**src/hw/rtl/pdne_pkg.sv**
```systemverilog
// ----------------------------------------------------------------------------
// pdne_pkg: shared types and constants for the pedal debounce note engine
// Payload structs, configuration bundle, register codes and fixed codes.
// ----------------------------------------------------------------------------
`default_nettype none

package pdne_pkg;

   // Pedal board size
   localparam int PEDAL_COUNT_DEFAULT = 32;

   // Configuration port geometry
   localparam int CSR_ADDR_W = 6;
   localparam int CSR_DATA_W = 64;
   localparam int REG_IDX_W  = 3;

   // Register indexes
   localparam logic [REG_IDX_W-1:0] REG_KEY_MAP_LOW    = 3'd0;
   localparam logic [REG_IDX_W-1:0] REG_KEY_MAP_SECOND = 3'd1;
   localparam logic [REG_IDX_W-1:0] REG_KEY_MAP_THIRD  = 3'd2;
   localparam logic [REG_IDX_W-1:0] REG_KEY_MAP_HIGH   = 3'd3;
   localparam logic [REG_IDX_W-1:0] REG_LOCK_TICKS     = 3'd4;
   localparam logic [REG_IDX_W-1:0] REG_NOTE_OFFSET    = 3'd5;
   localparam logic [REG_IDX_W-1:0] REG_CHANNEL_NUMBER = 3'd6;

   // Register reset values
   localparam logic [7:0] LOCK_TICKS_RESET  = 8'd50;
   localparam logic [6:0] NOTE_OFFSET_RESET = 7'd24;
   localparam logic [3:0] CHANNEL_RESET     = 4'd1;

   // Message codes
   localparam logic [7:0] UNMAPPED_KEY   = 8'hFF;
   localparam logic [7:0] NOTE_ON_CODE   = 8'h90;
   localparam logic [7:0] NOTE_OFF_CODE  = 8'h80;
   localparam logic [6:0] FIXED_VELOCITY = 7'd64;

   // Input item kinds
   localparam logic MODE_SCAN = 1'b0;
   localparam logic MODE_TICK = 1'b1;

   typedef struct packed {
      logic        mode;
      logic [31:0] raw_pedals;
   } req_type;

   typedef struct packed {
      logic [7:0] status_byte;
      logic [7:0] note_number;
      logic [6:0] velocity;
      logic       note_on;
      logic [4:0] pedal_index;
      logic       last;
   } rsp_type;

   // Classified item handed from front to back
   typedef struct packed {
      logic        is_tick;
      logic [31:0] pedals;
   } item_type;

   typedef struct packed {
      logic [4*64-1:0] key_map;
      logic [7:0]      lock_ticks;
      logic [6:0]      note_offset;
      logic [3:0]      channel_number;
   } cfg_type;

endpackage

`default_nettype wire

```
**src/hw/rtl/pdne_csr.sv**
```systemverilog
// ----------------------------------------------------------------------------
// pdne_csr: configuration register file
// APB-style write and read of key maps, lock reload, base note and channel.
// ----------------------------------------------------------------------------
`default_nettype none

module pdne_csr (
   input  logic                             clock,
   input  logic                             reset,
   input  logic                             csr_psel,
   input  logic                             csr_penable,
   input  logic                             csr_pwrite,
   input  logic [pdne_pkg::CSR_ADDR_W-1:0]  csr_paddr,
   input  logic [pdne_pkg::CSR_DATA_W-1:0]  csr_pwdata,
   output logic [pdne_pkg::CSR_DATA_W-1:0]  csr_prdata,
   output logic                             csr_pready,
   output pdne_pkg::cfg_type                cfg
);
   import pdne_pkg::*;

   logic [63:0]          key_low_ff, key_second_ff, key_third_ff, key_high_ff;
   logic [63:0]          key_low_in, key_second_in, key_third_in, key_high_in;
   logic [7:0]           lock_ticks_ff, lock_ticks_in;
   logic [6:0]           note_offset_ff, note_offset_in;
   logic [3:0]           channel_ff, channel_in;
   logic [REG_IDX_W-1:0] reg_idx;
   logic                 wr_beat;

   assign csr_pready = 1'b1;
   assign reg_idx    = csr_paddr[CSR_ADDR_W-1:CSR_ADDR_W-REG_IDX_W];
   assign wr_beat    = csr_psel & csr_penable & csr_pwrite & csr_pready;

   // Decode the write beat
   always_comb begin
      key_low_in     = key_low_ff;
      key_second_in  = key_second_ff;
      key_third_in   = key_third_ff;
      key_high_in    = key_high_ff;
      lock_ticks_in  = lock_ticks_ff;
      note_offset_in = note_offset_ff;
      channel_in     = channel_ff;
      if (wr_beat) begin
         unique case (reg_idx)
            REG_KEY_MAP_LOW:    key_low_in     = csr_pwdata;
            REG_KEY_MAP_SECOND: key_second_in  = csr_pwdata;
            REG_KEY_MAP_THIRD:  key_third_in   = csr_pwdata;
            REG_KEY_MAP_HIGH:   key_high_in    = csr_pwdata;
            REG_LOCK_TICKS:     lock_ticks_in  = csr_pwdata[7:0];
            REG_NOTE_OFFSET:    note_offset_in = csr_pwdata[6:0];
            REG_CHANNEL_NUMBER: channel_in     = csr_pwdata[3:0];
            default: ;
         endcase
      end
   end

   always_ff @(posedge clock) begin
      if (reset) begin
         key_low_ff     <= '0;
         key_second_ff  <= '0;
         key_third_ff   <= '0;
         key_high_ff    <= '0;
         lock_ticks_ff  <= LOCK_TICKS_RESET;
         note_offset_ff <= NOTE_OFFSET_RESET;
         channel_ff     <= CHANNEL_RESET;
      end else begin
         key_low_ff     <= key_low_in;
         key_second_ff  <= key_second_in;
         key_third_ff   <= key_third_in;
         key_high_ff    <= key_high_in;
         lock_ticks_ff  <= lock_ticks_in;
         note_offset_ff <= note_offset_in;
         channel_ff     <= channel_in;
      end
   end

   // Return the addressed register on a read
   always_comb begin
      unique case (reg_idx)
         REG_KEY_MAP_LOW:    csr_prdata = key_low_ff;
         REG_KEY_MAP_SECOND: csr_prdata = key_second_ff;
         REG_KEY_MAP_THIRD:  csr_prdata = key_third_ff;
         REG_KEY_MAP_HIGH:   csr_prdata = key_high_ff;
         REG_LOCK_TICKS:     csr_prdata = {56'd0, lock_ticks_ff};
         REG_NOTE_OFFSET:    csr_prdata = {57'd0, note_offset_ff};
         REG_CHANNEL_NUMBER: csr_prdata = {60'd0, channel_ff};
         default:            csr_prdata = '0;
      endcase
   end

   assign cfg.key_map        = {key_high_ff, key_third_ff, key_second_ff, key_low_ff};
   assign cfg.lock_ticks     = lock_ticks_ff;
   assign cfg.note_offset    = note_offset_ff;
   assign cfg.channel_number = channel_ff;

endmodule

`default_nettype wire

```
**src/hw/rtl/pdne_front.sv**
```systemverilog
// ----------------------------------------------------------------------------
// pdne_front: input side
// Accept items, classify them as tick or scan, and hold them in a
// two-entry queue until the back end takes them.
// ----------------------------------------------------------------------------
`default_nettype none

module pdne_front (
   input  logic               clock,
   input  logic               reset,
   input  logic               req_push,
   output logic               req_full,
   input  pdne_pkg::req_type  req_data,
   output logic               item_valid,
   input  logic               item_take,
   output pdne_pkg::item_type item
);
   import pdne_pkg::*;

   item_type   slot_ff [2];
   item_type   entry;
   logic       wr_ptr_ff, wr_ptr_in;
   logic       rd_ptr_ff, rd_ptr_in;
   logic [1:0] count_ff, count_in;
   logic       push_beat;
   logic       take_beat;

   assign req_full   = (count_ff == 2'd2);
   assign item_valid = (count_ff != 2'd0);
   assign push_beat  = req_push & ~req_full;
   assign take_beat  = item_take & item_valid;
   assign item       = slot_ff[rd_ptr_ff];

   // Classify the incoming beat
   always_comb begin
      entry.is_tick = (req_data.mode == MODE_TICK);
      entry.pedals  = entry.is_tick ? 32'd0 : req_data.raw_pedals;
   end

   // Advance queue pointers
   always_comb begin
      wr_ptr_in = push_beat ? ~wr_ptr_ff : wr_ptr_ff;
      rd_ptr_in = take_beat ? ~rd_ptr_ff : rd_ptr_ff;
      count_in  = count_ff + {1'b0, push_beat} - {1'b0, take_beat};
   end

   always_ff @(posedge clock) begin
      if (reset) begin
         wr_ptr_ff <= 1'b0;
         rd_ptr_ff <= 1'b0;
         count_ff  <= 2'd0;
      end else begin
         wr_ptr_ff <= wr_ptr_in;
         rd_ptr_ff <= rd_ptr_in;
         count_ff  <= count_in;
      end
   end

   // Store the classified item
   always_ff @(posedge clock) begin
      if (push_beat) begin
         slot_ff[wr_ptr_ff] <= entry;
      end
   end

   a_full_holds: assert property (@(posedge clock) disable iff (reset)
      (req_full && !item_take) |=> req_full)
      else $error("input queue drained without a take");

endmodule

`default_nettype wire

```
**src/hw/rtl/pdne_back.sv**
```systemverilog
// ----------------------------------------------------------------------------
// pdne_back: execution side
// Apply ticks to the lock counters, latch a scan's event set, then walk the
// pedals one per cycle into a two-entry result queue, stalling while it is full.
// ----------------------------------------------------------------------------
`default_nettype none

module pdne_back #(
   parameter int PEDAL_COUNT = pdne_pkg::PEDAL_COUNT_DEFAULT
) (
   input  logic               clock,
   input  logic               reset,
   input  logic               item_valid,
   output logic               item_take,
   input  pdne_pkg::item_type item,
   input  pdne_pkg::cfg_type  cfg,
   output logic               rsp_empty,
   input  logic               rsp_pop,
   output pdne_pkg::rsp_type  rsp_data
);
   import pdne_pkg::*;

   localparam int IDX_W = $clog2(PEDAL_COUNT);

   logic                   busy_ff, busy_in;
   logic [IDX_W-1:0]       idx_ff, idx_in;
   logic [PEDAL_COUNT-1:0] pending_ff, pending_in;
   logic [PEDAL_COUNT-1:0] press_ff, press_in;
   logic [PEDAL_COUNT-1:0] prev_ff, prev_in;
   logic [7:0]             lock_ff [PEDAL_COUNT];
   logic [7:0]             lock_in [PEDAL_COUNT];

   logic [PEDAL_COUNT-1:0] locked, mapped, now, changed, pending_clr;
   logic [7:0]             cur_key;
   logic [3:0]             chan_m1;
   logic                   cur_emit, out_space, step, emit;
   rsp_type                event_beat;

   rsp_type    out_slot_ff [2];
   logic       out_wr_ff, out_wr_in;
   logic       out_rd_ff, out_rd_in;
   logic [1:0] out_count_ff, out_count_in;
   logic       pop_beat;

   // Per-pedal lock and map status
   always_comb begin
      for (int i = 0; i < PEDAL_COUNT; i++) begin
         locked[i]      = (lock_ff[i] != 8'd0);
         mapped[i]      = (cfg.key_map[8*i +: 8] != UNMAPPED_KEY);
         pending_clr[i] = pending_ff[i] & (IDX_W'(i) != idx_ff);
      end
      now     = item.pedals[PEDAL_COUNT-1:0] | locked;
      changed = now ^ prev_ff;
   end

   assign item_take = ~busy_ff & item_valid;
   assign cur_emit  = pending_ff[idx_ff];
   assign out_space = (out_count_ff != 2'd2);
   assign step      = busy_ff & (~cur_emit | out_space);
   assign emit      = busy_ff & cur_emit & out_space;
   assign cur_key   = cfg.key_map[{idx_ff, 3'b000} +: 8];
   assign chan_m1   = (cfg.channel_number == 4'd0) ? 4'd0 : cfg.channel_number - 4'd1;

   // Build the event for the current pedal
   always_comb begin
      event_beat.status_byte = (press_ff[idx_ff] ? NOTE_ON_CODE : NOTE_OFF_CODE)
                               | {4'd0, chan_m1};
      event_beat.note_number = {1'b0, cfg.note_offset} + cur_key;
      event_beat.velocity    = FIXED_VELOCITY;
      event_beat.note_on     = press_ff[idx_ff];
      event_beat.pedal_index = 5'(idx_ff);
      event_beat.last        = (pending_clr == '0);
   end

   // Start an item or advance the walk
   always_comb begin
      busy_in    = busy_ff;
      idx_in     = idx_ff;
      pending_in = pending_ff;
      press_in   = press_ff;
      prev_in    = prev_ff;
      lock_in    = lock_ff;
      if (item_take) begin
         if (item.is_tick) begin
            for (int i = 0; i < PEDAL_COUNT; i++) begin
               if (locked[i]) begin
                  lock_in[i] = lock_ff[i] - 8'd1;
               end
            end
         end else begin
            prev_in    = now;
            press_in   = now;
            pending_in = changed & mapped;
            idx_in     = '0;
            busy_in    = |(changed & mapped);
            for (int i = 0; i < PEDAL_COUNT; i++) begin
               if (changed[i] && now[i]) begin
                  lock_in[i] = cfg.lock_ticks;
               end
            end
         end
      end else if (step) begin
         pending_in = pending_clr;
         idx_in     = idx_ff + IDX_W'(1);
         busy_in    = |pending_clr;
      end
   end

   always_ff @(posedge clock) begin
      if (reset) begin
         busy_ff    <= 1'b0;
         idx_ff     <= '0;
         pending_ff <= '0;
         prev_ff    <= '0;
         for (int i = 0; i < PEDAL_COUNT; i++) begin
            lock_ff[i] <= 8'd0;
         end
      end else begin
         busy_ff    <= busy_in;
         idx_ff     <= idx_in;
         pending_ff <= pending_in;
         prev_ff    <= prev_in;
         lock_ff    <= lock_in;
      end
   end

   always_ff @(posedge clock) begin
      press_ff <= press_in;
   end

   // Result queue
   assign rsp_empty = (out_count_ff == 2'd0);
   assign pop_beat  = rsp_pop & ~rsp_empty;
   assign rsp_data  = out_slot_ff[out_rd_ff];

   always_comb begin
      out_wr_in    = emit ? ~out_wr_ff : out_wr_ff;
      out_rd_in    = pop_beat ? ~out_rd_ff : out_rd_ff;
      out_count_in = out_count_ff + {1'b0, emit} - {1'b0, pop_beat};
   end

   always_ff @(posedge clock) begin
      if (reset) begin
         out_wr_ff    <= 1'b0;
         out_rd_ff    <= 1'b0;
         out_count_ff <= 2'd0;
      end else begin
         out_wr_ff    <= out_wr_in;
         out_rd_ff    <= out_rd_in;
         out_count_ff <= out_count_in;
      end
   end

   always_ff @(posedge clock) begin
      if (emit) begin
         out_slot_ff[out_wr_ff] <= event_beat;
      end
   end

   a_busy_pending: assert property (@(posedge clock) disable iff (reset)
      busy_ff |-> (pending_ff != '0))
      else $error("walk running with no pending events");

   a_tick_no_walk: assert property (@(posedge clock) disable iff (reset)
      (item_take && item.is_tick) |=> !busy_ff)
      else $error("tick started a walk");

   a_last_ends_walk: assert property (@(posedge clock) disable iff (reset)
      (emit && event_beat.last) |=> !busy_ff)
      else $error("walk continued after final event");

endmodule

`default_nettype wire

```
**src/hw/rtl/pedal_debounce_note_events_top.sv**
```systemverilog
// ----------------------------------------------------------------------------
// pedal_debounce_note_events_top: pedal board debounce and note event engine
// Front queue, back walker and configuration registers.
// ----------------------------------------------------------------------------
// A tick is applied to the lock counters when taken and starts no walk. A scan
// latches its event set, then walks the pedals one per cycle, stalling while
// the result queue is full, up to the highest pedal with an event; no new item
// is taken until the walk ends.
// Synchronous reset clears both queues, the previous pedal state and all lock
// counters, and returns the registers to their default values.
`default_nettype none

module pedal_debounce_note_events_top #(
   parameter int PEDAL_COUNT = pdne_pkg::PEDAL_COUNT_DEFAULT
) (
   input  logic                            clock,
   input  logic                            reset,
   input  logic                            req_push,
   output logic                            req_full,
   input  pdne_pkg::req_type               req_data,
   output logic                            rsp_empty,
   input  logic                            rsp_pop,
   output pdne_pkg::rsp_type               rsp_data,
   input  logic                            csr_psel,
   input  logic                            csr_penable,
   input  logic                            csr_pwrite,
   input  logic [pdne_pkg::CSR_ADDR_W-1:0] csr_paddr,
   input  logic [pdne_pkg::CSR_DATA_W-1:0] csr_pwdata,
   output logic [pdne_pkg::CSR_DATA_W-1:0] csr_prdata,
   output logic                            csr_pready
);
   import pdne_pkg::*;

   cfg_type  cfg;
   item_type item;
   logic     item_valid;
   logic     item_take;

   pdne_csr u_csr (
      .clock       (clock),
      .reset       (reset),
      .csr_psel    (csr_psel),
      .csr_penable (csr_penable),
      .csr_pwrite  (csr_pwrite),
      .csr_paddr   (csr_paddr),
      .csr_pwdata  (csr_pwdata),
      .csr_prdata  (csr_prdata),
      .csr_pready  (csr_pready),
      .cfg         (cfg)
   );

   pdne_front u_front (
      .clock      (clock),
      .reset      (reset),
      .req_push   (req_push),
      .req_full   (req_full),
      .req_data   (req_data),
      .item_valid (item_valid),
      .item_take  (item_take),
      .item       (item)
   );

   pdne_back #(
      .PEDAL_COUNT (PEDAL_COUNT)
   ) u_back (
      .clock      (clock),
      .reset      (reset),
      .item_valid (item_valid),
      .item_take  (item_take),
      .item       (item),
      .cfg        (cfg),
      .rsp_empty  (rsp_empty),
      .rsp_pop    (rsp_pop),
      .rsp_data   (rsp_data)
   );

endmodule

`default_nettype wire
```
**config.mk**
```make
export PLATFORM = sky130hd
export DESIGN_NAME = pedal_debounce_note_events_top
export DESIGN_NICKNAME = d
export VERILOG_FILES = /design/src/hw/rtl/pdne_pkg.sv /design/src/hw/rtl/pdne_csr.sv /design/src/hw/rtl/pdne_front.sv /design/src/hw/rtl/pdne_back.sv /design/src/hw/rtl/pedal_debounce_note_events_top.sv
export SDC_FILE = /design/constraint.sdc
export NUM_CORES = 2
export LEC_CHECK = 0
export ABC_CLOCK_PERIOD_IN_PS = 6000
export BUFFER_PORTS_ARGS = -buffer_cell sky130_fd_sc_hd__buf_2
export CAP_MARGIN = 40
export CORE_MARGIN = 2
export CORE_UTILIZATION = 62
export DETAILED_ROUTE_END_ITERATION = 6
export GPL_TIMING_DRIVEN = 0
export PLACE_DENSITY = 0.81
export SYNTH_ARGS = -nofsm -noshare
export SYNTH_HDL_FRONTEND = slang
export SYNTH_SLANG_ARGS = --single-unit
export TNS_END_PERCENT = 1
```
**constraint.sdc**
```tcl
create_clock -name clock -period 6 [get_ports clock]
set_clock_uncertainty 0.15 [all_clocks]
set_input_delay 1.2 -clock clock [delete_from_list [all_inputs] [get_ports clock]]
set_output_delay 1.2 -clock clock [all_outputs]
set_load 0.01 [all_outputs]
```
==> impl_results.md <==
- Status: finished, violations left
- Failing checks: DRC
- Root buf cell: clkbuf_16
- Final setup fails: 0
- Top_reg_cell synth: dfxtp_1
- Num ports: 207
- Cts hold-fix bufs: 0
- Crit path cell chain: buf_6 > clkbuf_1 > clkbuf_1 > clkbuf_1 > mux4_2 > mux4_2 > nand2_1 > nand2_1 > ha_1 > fa_1 > a21oi_1 > nor2_1 > nor2_1 > o21bai_1 > a21oi_1 > xnor2_1
- Fin crit share: 94.4%
- PwrDens: 506 nW/um^2
- First-pass GRT wire length: 223 mm
- CTS max path bufs: 3
- Sequential fraction of the synthesis area: 42.1%
- Die footprint: 64500 um^2
- Worst Tran Pin Value: 1.04 ns
- Wire length per cell: 26.3 um
- Peak supply drop: 0.368 mV
- Worst-path fanout max: 10
- FF+latch count, synth: 747
- Nets: 5172
- Crit path DAT: 5.89 ns
- Buf/Inv on CP: 4
- Setup crit end kind: flop
- Achievable Freq: 0.177 GHz
- RSZ-0062 raised after global routing: false
- Worst-Skew Late Latency: 0.65 ns
- Non-filler instance count after layout: 5851
- Async S/R FF share, synth: 0%
- Area delta synth->final: 13.4%
- Routed wire length: 154 mm
- Inserted Clock Buffers: 77
- Via count: 39800
- Total leakage power: 0.0155 uW
- Clk pwr share: 22.8%
- Antenna violations before repair: 8
- Setup TNS: 0 ns
- Slowest cell on crit path: clkbuf_1
- Core Box Area: 61700 um^2
- Worst hold path type: reg -> reg
- Largest net degree at the start of global routing: 35
- Most used cell, CP: clkbuf_1
- CTS sink cnt: 747
- Starting Density: 62.7%
- Normalized max-slew margin: 30.9%
- Port Buf Inserts: 190
- RD Place Congestion: 1.07
- DP HPWL: 115 mm
- Max stage delay on crit path: 0.75 ns
- Core Rows: 91
- Critical path data required time: 6.22 ns
- Max Cap Viol: 0
- Sw Ratio: 43.3%
- Worst setup SP type: flop
- Number of global-route vias before repair: 36200
- CTS tree: built
- Tmin final: 5.66 ns
- All-layer global routing usage: 46.5%
- DR iter-0 viols: 6347
- Share of layout cells above drive strength 1: 11.6%
- Post-route ant nets: 0
- GR Overflow Total: 0
- Remaining DRCs: 10
- Vias/cell: 6.81
- Post-CTS setup repair buffer count: 0
- Slew Viols, Final: 0
- DIE WIDTH: 254 um
- CTS H-Tree Depth: 3
- Die Height: 254 um
- NetSw: 9610 uW
- Crit Path Category: reg -> reg
- Critical path's top delay family: buffers and inverters
- Hold Vio Cnt, Final: 0
- Synthesized area: 38700 um^2
- Post-synth EDFFs: 136
- Clock slew at reported path FFs: 0.06 ns
- Gate power share: 45.1%
- Sequential power share: 32.1%
- Internal Dissipation: 12600 uW
- Pre-Repair DR Iteration Count: 7
- Post-synthesis average cell area: 8.38 um^2
- Synth cell types: 62
- Post-CTS Resized: 0
- # placed instances: 5702
- Cells after synthesis: 4618
- Warnings from Yosys: 0
[registers in the layout, indices dropped and copies added (netlist names), 7 cells and up, named ones only]
| register | flops |
|---|---|
| u_front.slot_ff | 66 |
| u_csr.key_high_ff | 64 |
| u_back.lock_ff | 256 |
| u_back.out_slot_ff | 38 |
| u_back.prev_ff | 32 |
| u_csr.note_offset_ff | 7 |
| u_csr.key_second_ff | 64 |
| u_back.press_ff | 32 |
| u_csr.key_low_ff | 64 |
| u_back.pending_ff | 32 |
| u_csr.lock_ticks_ff | 8 |
| u_csr.key_third_ff | 64 |
[cell usage in the layout (no fill, tap or decap), drive strengths merged, types with 5 or more instances in the layout]
cell type	count
clkinvlp	5
a22oi	115
nand3b	58
inv	117
o22ai	63
bufinv	8
or4	5
nand4	139
conb	11
xnor2	9
o21ai	150
mux2	26
a211oi	65
xor2	5
nor3b	32
nor4	34
mux4	104
clkbuf	359
ha	113
nor2	255
o31ai	9
o21bai	31
a31o	33
or3	5
and2	6
nor2b	46
a221oi	7
clkinv	17
edfxtp	136
a211o	38
dfxtp	611
a21oi	694
nand2	1004
a311oi	26
nor3	193
a31oi	34
buf	308
nand2b	44
mux2i	58
[cells by family after synthesis]
kind of cell / after synthesis / share of synthesized area [%]
AND/OR/NAND/NOR: 1843 / 21.6
AO/OA/AOI/OAI: 1279 / 19.6
flip-flops: 747 / 42.1
buffers and inverters: 431 / 4.38
multiplexers: 188 / 8.31
adder cells (fa/ha/maj): 114 / 3.70
XOR/XNOR: 14 / 0.317
other: 2 / 0.0194
[metrics by stage]
stage / setup slack (ns) / power [uW] / hold slack [ns] / cell area (um^2) / utilization [%]
final: 0.336 / 22200 / 0.301 / 43900 / 71.2
after global routing: 0.272 / 23100 / 0.318 / 43900 / 71.1
after CTS: 0.526 / 21700 / 0.301 / 43900 / 71.1
after detailed placement: 0.539 / 16600 / 0.293 / 41300 / 66.9
after global placement: 0.191 / 16300 / 0.288 / 40700 / 66.0
after floorplan: 1.76 / 13400 / 0.270 / 38700 / -
[worst reg2reg max path: cells and delay by family (launching register included)]
family	cells	cell delay, ns
multiplexers	2	0.94
adder cells (fa/ha/maj)	2	0.69
AND/OR/NAND/NOR	4	0.48
AO/OA/AOI/OAI	3	0.46
buffers and inverters	4	2.10
XOR/XNOR	1	0.11
flip-flops	1	0.49
[synthesized netlist by cell type (26+ instances only)]
library cell | n | share of area (%)
mux2i_1 | 58 | 1.5
nor4_1 | 34 | 0.55
nor2_1 | 255 | 2.5
mux2_2 | 26 | 0.76
inv_1 | 115 | 1.1
a211oi_1 | 52 | 1.0
ha_1 | 113 | 3.7
o22ai_1 | 63 | 1.0
nor3_1 | 183 | 2.4
nand2_1 | 1004 | 9.7
mux4_2 | 104 | 6.0
o21ai_0 | 150 | 1.9
a211o_1 | 38 | 0.86
nand2b_1 | 44 | 0.71
a31oi_1 | 34 | 0.55
buf_1 | 39 | 0.38
nor3b_1 | 32 | 0.62
a31o_2 | 32 | 0.72
o21bai_1 | 31 | 0.60
nand4_1 | 139 | 2.2
nor2b_1 | 46 | 0.74
a22oi_1 | 115 | 2.2
clkbuf_1 | 250 | 2.4
edfxtp_1 | 136 | 11
a21oi_1 | 694 | 9.0
a311oi_1 | 26 | 0.59
dfxtp_1 | 611 | 32
nand3b_1 | 58 | 1.1
[power groups by stage]
stage | Sequential, uW | Clock [uW] | Combinational [uW]
3_3_place_gp | 7140 | 0 | 9160
4_1_cts | 7070 | 5020 | 9580
6_report | 7130 | 5070 | 10000
3_5_place_dp | 7160 | 0 | 9470
2_1_floorplan | 6930 | 0 | 6490
5_1_grt | 7230 | 5210 | 10700
[worst paths after layout]
path	start	end	slack [ns]	cells after the start
hold reg to reg	u_back.lock_ff[153]$_SDFFE_PP0P_	u_back.lock_ff[153]$_SDFFE_PP0P_	0.30	2
setup reg to reg	u_back.idx_ff[1]$_SDFFE_PP0P_	u_back.out_slot_ff[1][13]$_DFFE_PP_	0.34	16
setup / recovery	u_back.idx_ff[1]$_SDFFE_PP0P_	u_back.out_slot_ff[1][13]$_DFFE_PP_	0.34	16
hold / removal	u_back.lock_ff[153]$_SDFFE_PP0P_	u_back.lock_ff[153]$_SDFFE_PP0P_	0.30	2
[area by class of cell]
type | instances | area (um^2)
flip-flops and latches | 747 | 16300
multi-input cells | 3449 | 20800
repair buffers | 242 | 1480
clock inverters | 32 | 403
diodes | 4 | 10.0
clock buffers | 109 | 2200
plain buffers | 316 | 1260
inverters | 115 | 432
fillers | 4938 | 17800
well taps | 837 | 1050
[metal layers]
metal	GRT usage, %	share of wire, %	up-vias	wire length [um]
met4	23.2	5.7	2	8770
met1	62.0	37	18800	57400
met3	14.9	15	566	23400
met5	0	0.016	-	24
li1	-	-	17300	-
met2	67.8	42	3132	64200
(Power assumes the default switching activity.)
